### src/hdl/hq_pkg.sv
package hq_pkg;

   localparam int BINS       = 1024;
   localparam int COUNT_BITS = 24;
   localparam int BIN_BITS   = $clog2(BINS);
   localparam int FRAC_BITS  = 16;
   localparam int PFRAC_BITS = FRAC_BITS + 1;
   localparam int POS_BITS   = PFRAC_BITS + COUNT_BITS;
   localparam int OUT_BITS   = 26;
   localparam int PROD_BITS  = BIN_BITS + PFRAC_BITS;

   localparam logic [PFRAC_BITS-1:0] FRAC_ONE = PFRAC_BITS'(1 << FRAC_BITS);

   localparam logic OP_INSERT = 1'b0;
   localparam logic OP_QUERY  = 1'b1;

   typedef struct packed {
      logic                  op;
      logic [9:0]            sample_value;
      logic [PFRAC_BITS-1:0] quantile_fraction;
   } req_type;

   typedef struct packed {
      logic [OUT_BITS-1:0] quantile_value;
      logic                empty_error;
   } rsp_type;

   typedef struct packed {
      logic                  valid;
      logic [BIN_BITS-1:0]   v0;
      logic [BIN_BITS-1:0]   v1;
      logic [PFRAC_BITS-1:0] rest;
   } mix_in_type;

   typedef struct packed {
      logic                valid;
      logic [OUT_BITS-1:0] value;
   } mix_out_type;

endpackage

### src/hdl/hq_mix.sv
module hq_mix (
   input  logic                clock,
   input  logic                reset,
   input  hq_pkg::mix_in_type  mix_in,
   output hq_pkg::mix_out_type mix_out
);
   import hq_pkg::*;

   logic                 vld1_ff, vld1_in;
   logic                 vld2_ff, vld2_in;
   logic [PROD_BITS-1:0] prod0_ff, prod0_in;
   logic [PROD_BITS-1:0] prod1_ff, prod1_in;
   logic [OUT_BITS-1:0]  sum_ff, sum_in;
   logic [PROD_BITS:0]   sum_full;

   always_comb begin
      prod0_in = PROD_BITS'(mix_in.v0) * PROD_BITS'(FRAC_ONE - mix_in.rest);
      prod1_in = PROD_BITS'(mix_in.v1) * PROD_BITS'(mix_in.rest);
      vld1_in  = mix_in.valid;
      sum_full = {1'b0, prod0_ff} + {1'b0, prod1_ff};
      sum_in   = sum_full[OUT_BITS-1:0];
      vld2_in  = vld1_ff;
   end

   always_ff @(posedge clock) begin
      if (reset) begin
         vld1_ff <= 1'b0;
         vld2_ff <= 1'b0;
      end else begin
         vld1_ff <= vld1_in;
         vld2_ff <= vld2_in;
      end
      prod0_ff <= prod0_in;
      prod1_ff <= prod1_in;
      sum_ff   <= sum_in;
   end

   assign mix_out.valid = vld2_ff;
   assign mix_out.value = sum_ff;

endmodule

### config.mk
export PLATFORM = sky130hd
export DESIGN_NAME = hq_mix
export DESIGN_NICKNAME = d
export VERILOG_FILES = /design/src/hdl/hq_pkg.sv /design/src/hdl/hq_mix.sv
export SDC_FILE = /design/constraint.sdc
export NUM_CORES = 1
export LEC_CHECK = 0
export ABC_CLOCK_PERIOD_IN_PS = 7400
export BUFFER_PORTS_ARGS = -buffer_cell sky130_fd_sc_hd__buf_2
export CORE_ASPECT_RATIO = 1.2
export CORE_UTILIZATION = 59
export CTS_CLUSTER_DIAMETER = 30
export DETAILED_ROUTE_END_ITERATION = 10
export GPL_ROUTABILITY_DRIVEN = 0
export PLACE_DENSITY_LB_ADDON = 0.12
export SYNTH_ARGS = -nofsm -noshare
export SYNTH_HDL_FRONTEND = slang
export SYNTH_SLANG_ARGS = --single-unit
### constraint.sdc
create_clock -name clock -period 7.4 [get_ports clock]
set_input_delay 1.48 -clock clock [delete_from_list [all_inputs] [get_ports clock]]
set_output_delay 1.48 -clock clock [all_outputs]
set_load 0.05 [all_outputs]
==> results.env <==
RUN_STATUS='completed'
POST_SYNTH_MAIN_AREA_CONTRIBUTORS='sky130_fd_sc_hd__fa_1 (37%), sky130_fd_sc_hd__ha_1 (12%), sky130_fd_sc_hd__dfxtp_1 (11%), sky130_fd_sc_hd__inv_1 (8.5%), sky130_fd_sc_hd__and2_1 (7.9%)'
NUMCTSBUFFERS=9
VIAS_PER_CELL=5.34
HTREE_NUM_LEVELS=3
SLEW_HEADROOM_PCT=36.9
SW_FRAC_OF_TOTAL_PCT=49.3
TIMING.HOLD.WS_PS=441
FINAL.SETUP.WORST_SLACK_PS=250
FLOORPLAN.INITIALDENSITY_PCT=60.1
DRTANTENNAVIOLNETS=0
SYN_NETS=2052
SYNTH_TOP_CELLS_BY_COUNT='sky130_fd_sc_hd__inv_1 (326), sky130_fd_sc_hd__fa_1 (265), sky130_fd_sc_hd__nand2_1 (197)'
FINAL_PERIOD_MINUS_WORST_SETUP_SLACK_PS=7150
SYNTH_SEQ_AREA_SHARE_PCT=11.1
YOSYSUNIQUECELLTYPES=56
MAXSLEWVIOLCOUNT=0
FINAL_TOTAL_PWR_mW=7.39
YS.FLOP_TYPE='sky130_fd_sc_hd__dfxtp_1'
WORST_HOLD_PATH_TYPE='reg2reg'
CRIT_TYPE='in2reg'
SYNTH_AREA_PER_CELL_SQ_UM=8.99
GRT_SETUP_UNREPAIRED='false'
ENDPOINT_KIND='flip-flop'
SYNTHTOLAYOUTAREAGROWTH_PCT=9.70
FIN_TNS_SETUP_PS=0
GRT_REMAINING_OVERFLOW=0
TIGHTEST_SLEW_PS=940
MAX_CAP_VIOL_COUNT=0
GRT_START_MAX_NET_PINS=20
WORST_SKEW_PAIR.LATE_LATENCY_PS=330
PROPORTION_OF_POWER_DRAWN_BY_FLIP_FLOPS_AND_LATCHES_PCT=11.2
NET_LOAD_SWITCHING_POWER_mW=3.64
POST-SYNTH-TOP-AREA-CELL='sky130_fd_sc_hd__fa_1'
FRACTION_OF_SYNTHESIZED_CELL_AREA_TAKEN_BY_THE_TOP_AREA_CELL_TYPE_PCT=36.8
TRITONCTS_CLOCK_TREE='built'
CTS_HOLD_REPAIR.BUFFERS=0
YOSYSWARNINGCOUNT=0
CRITPATHTOPFAMILY='adder cells'
FINAL_MIN_PERIOD_OVER_CLOCK_PERIOD_PCT=96.6
YS_ASYNC_SR_FRACTION_PCT=0
CP_REQUIRED_PS=7610
DETAILROUTE.VIA_COUNT=10800
CRIT_PATH_TOP_DELAY_CELL='sky130_fd_sc_hd__fa_1'
CLOCK_POWER_SHARE_PCT=5.7
GRT_PASS1_WL_MICRONS=53000
SETUP-VIOLATIONS-FINAL=0
NUM-FILL-CELLS=2030
FINAL_STANDARD_CELL_UTILIZATION_OF_THE_CORE_PCT=66.0
INTERNAL_POWER_mW=3.75
MAX-VDD-IR-DROP_uV=412
ANTENNA_CELLS_INSERTED=0
FINAL_HOLD_VIOL_COUNT=0
SYNTH-EDFF-COUNT=0
WORST_PATH_BUF_INV=6
PLACEMENTROWS=62
FLOORPLAN.DIE.HEIGHT_MICRONS=173
CORE-AREA_SQ_UM=24000
DETAILED_ROUTE_WL_MICRONS=31000
WORST_CLOCK_SKEW_PS=6.48
CLKSLEWWORSTSETUPHOLDPATHS_PS=60
DRT_FIRST_ITER_VIOLATIONS=593
LIBRARY_CELL_WITH_THE_HIGHEST_INSTANCE_COUNT_AFTER_SYNTHESIS='sky130_fd_sc_hd__inv_1'
CRIT_PATH_MAX_INCR_DELAY_PS=600
STARTPOINT_TYPE='input port'
TOP_LEVEL_PORTS=67
VIA_COUNT_OF_THE_FIRST_GLOBAL_ROUTING_PASS=11300
SYNTH-SEQ-CELLS=80
PWR-SHARE-COMB_PCT=83.0
FMAX_GHz=0.140
SYNTH_AREA_SQ_UM=14400
POST_ROUTE_CELLS_DRIVE_ABOVE_1_SHARE_PCT=9.96
CLOCK_TREE.BUFFER_DEPTH=2
NUMBER_OF_ITERATIONS_IN_THE_FIRST_DETAILED_ROUTING_PASS=7
TRITONCTS_NUM_SINKS=80
FIN_NETS=2150
POWER.LEAKAGE_nW=8.15
GRT_USAGE_PCT=27.1
DIE_WIDTH_MICRONS=145
FLOORPLAN.DIE_AREA_SQ_UM=25100
CRIT_PATH_DAT_PS=7360
WL_PER_CELL_MICRONS=15.3
SYN_INST=1604
DP.FINAL_HPWL_MICRONS=25700
CTS-ROOT-BUF='sky130_fd_sc_hd__clkbuf_16'
DRT_DRC_VIOLATIONS_LEFT=0
MAXIMUM_NET_FANOUT_ON_THE_CRITICAL_PATH=5
INITIAL_ANTENNA_VIOLATION_COUNT=0
DP_SLACK_PS=-362
POWER_DENSITY_nW_PER_UM2=467
NUMPORTBUFFERS=66
cells in the final DEF, fill, tap and decap left out, types with 8 or more instances in the layout:
master	count
sky130_fd_sc_hd__and2_1	183
sky130_fd_sc_hd__ha_1	143
sky130_fd_sc_hd__nor2_1	45
sky130_fd_sc_hd__nand2_1	197
sky130_fd_sc_hd__buf_4	68
sky130_fd_sc_hd__a21oi_1	42
sky130_fd_sc_hd__fa_1	265
sky130_fd_sc_hd__a211oi_1	9
sky130_fd_sc_hd__xor2_1	21
sky130_fd_sc_hd__nor3_1	13
sky130_fd_sc_hd__xnor2_1	75
sky130_fd_sc_hd__nor2b_1	8
sky130_fd_sc_hd__o21ai_0	30
sky130_fd_sc_hd__clkbuf_16	9
sky130_fd_sc_hd__a21o_1	24
sky130_fd_sc_hd__dfxtp_1	80
sky130_fd_sc_hd__nand3_1	11
sky130_fd_sc_hd__buf_2	66
sky130_fd_sc_hd__inv_1	326
sequential cells by signal (all words and copies together) (netlist names):
name      cells
prod0_ff     26
prod1_ff     26
sum_ff       26
vld2_ff       1
vld1_ff       1
stage by stage:
stage / cell area, sq um / cells
2_1_floorplan: 14400 / 1604
4_1_cts: 15800 / 2026
3_5_place_dp: 15500 / 2010
3_3_place_gp: 15500 / 2010
6_report: 15800 / 2027
5_1_grt: 15800 / 2027
routing by layer:
layer | vias up | GRT usage (%) | share of wire, %
met1 | 5481 | 34.3 | 42
met5 | - | 0 | 0
met4 | 0 | 7.24 | 2.5
met2 | 229 | 48.9 | 52
li1 | 5065 | - | -
met3 | 52 | 2.65 | 3.6
power by group through the flow:
| stage | registers, mW | clock network (mW) | logic [mW] |
|---|---|---|---|
| 5_1_grt | 0.847 | 0.453 | 6.99 |
| 3_3_place_gp | 0.840 | 0 | 5.98 |
| 3_5_place_dp | 0.839 | 0 | 6.10 |
| 4_1_cts | 0.832 | 0.432 | 6.15 |
| 2_1_floorplan | 1.05 | 0 | 4.40 |
| 6_report | 0.830 | 0.424 | 6.13 |
worst register-to-register path, cell delays in order, from the launching register on:
cell and delay [ps]:
sky130_fd_sc_hd__dfxtp_1 320, sky130_fd_sc_hd__ha_1 360, sky130_fd_sc_hd__a21o_1 200, sky130_fd_sc_hd__a221o_1 410, sky130_fd_sc_hd__or3_4 400, sky130_fd_sc_hd__o21ai_2 180, sky130_fd_sc_hd__a21oi_1 90, sky130_fd_sc_hd__or4_1 510
sky130_fd_sc_hd__a21oi_2 180, sky130_fd_sc_hd__xnor2_1 150
timing repair:
action | 4_1_cts | 5_1_grt
resized for setup | 1 | 8
buffers inserted | 0 | 1
setup endpoints to repair | 1 | 6
cell type report:
| type | count | area, sq um | area share [%] |
|---|---|---|---|
| tap | 320 | 400 | 2.53 |
| multi-input combinational | 1150 | 11400 | 72.3 |
| clock inverter | 6 | 50.0 | 0.316 |
| timing repair buffer | 135 | 861 | 5.44 |
| sequential | 80 | 1600 | 10.1 |
| inverter | 326 | 1220 | 7.74 |
| clock buffer | 10 | 239 | 1.51 |
final timing paths:
check,cells after the start,endpoint,start,slack (ps)
worst max-delay path,25,prod0_ff[25],mix_in[0],250
worst min register to register,1,vld2_ff,vld1_ff,440
worst max register to register,9,sum_ff[24],prod0_ff[8],4520
worst min-delay path,1,vld2_ff,vld1_ff,440
cell families (layout without fill, tap and decap cells):
kind of cell / after synthesis / after routing / synth area share [%]
simple gates: 495 / 495 / 17.3
xor+xnor: 96 / 96 / 5.83
compound gates: 151 / 151 / 6.82
flops: 80 / 80 / 11.1
fa+ha+maj: 408 / 408 / 49.2
buf+inv: 374 / 477 / 9.76
(Power assumes the default switching activity.)
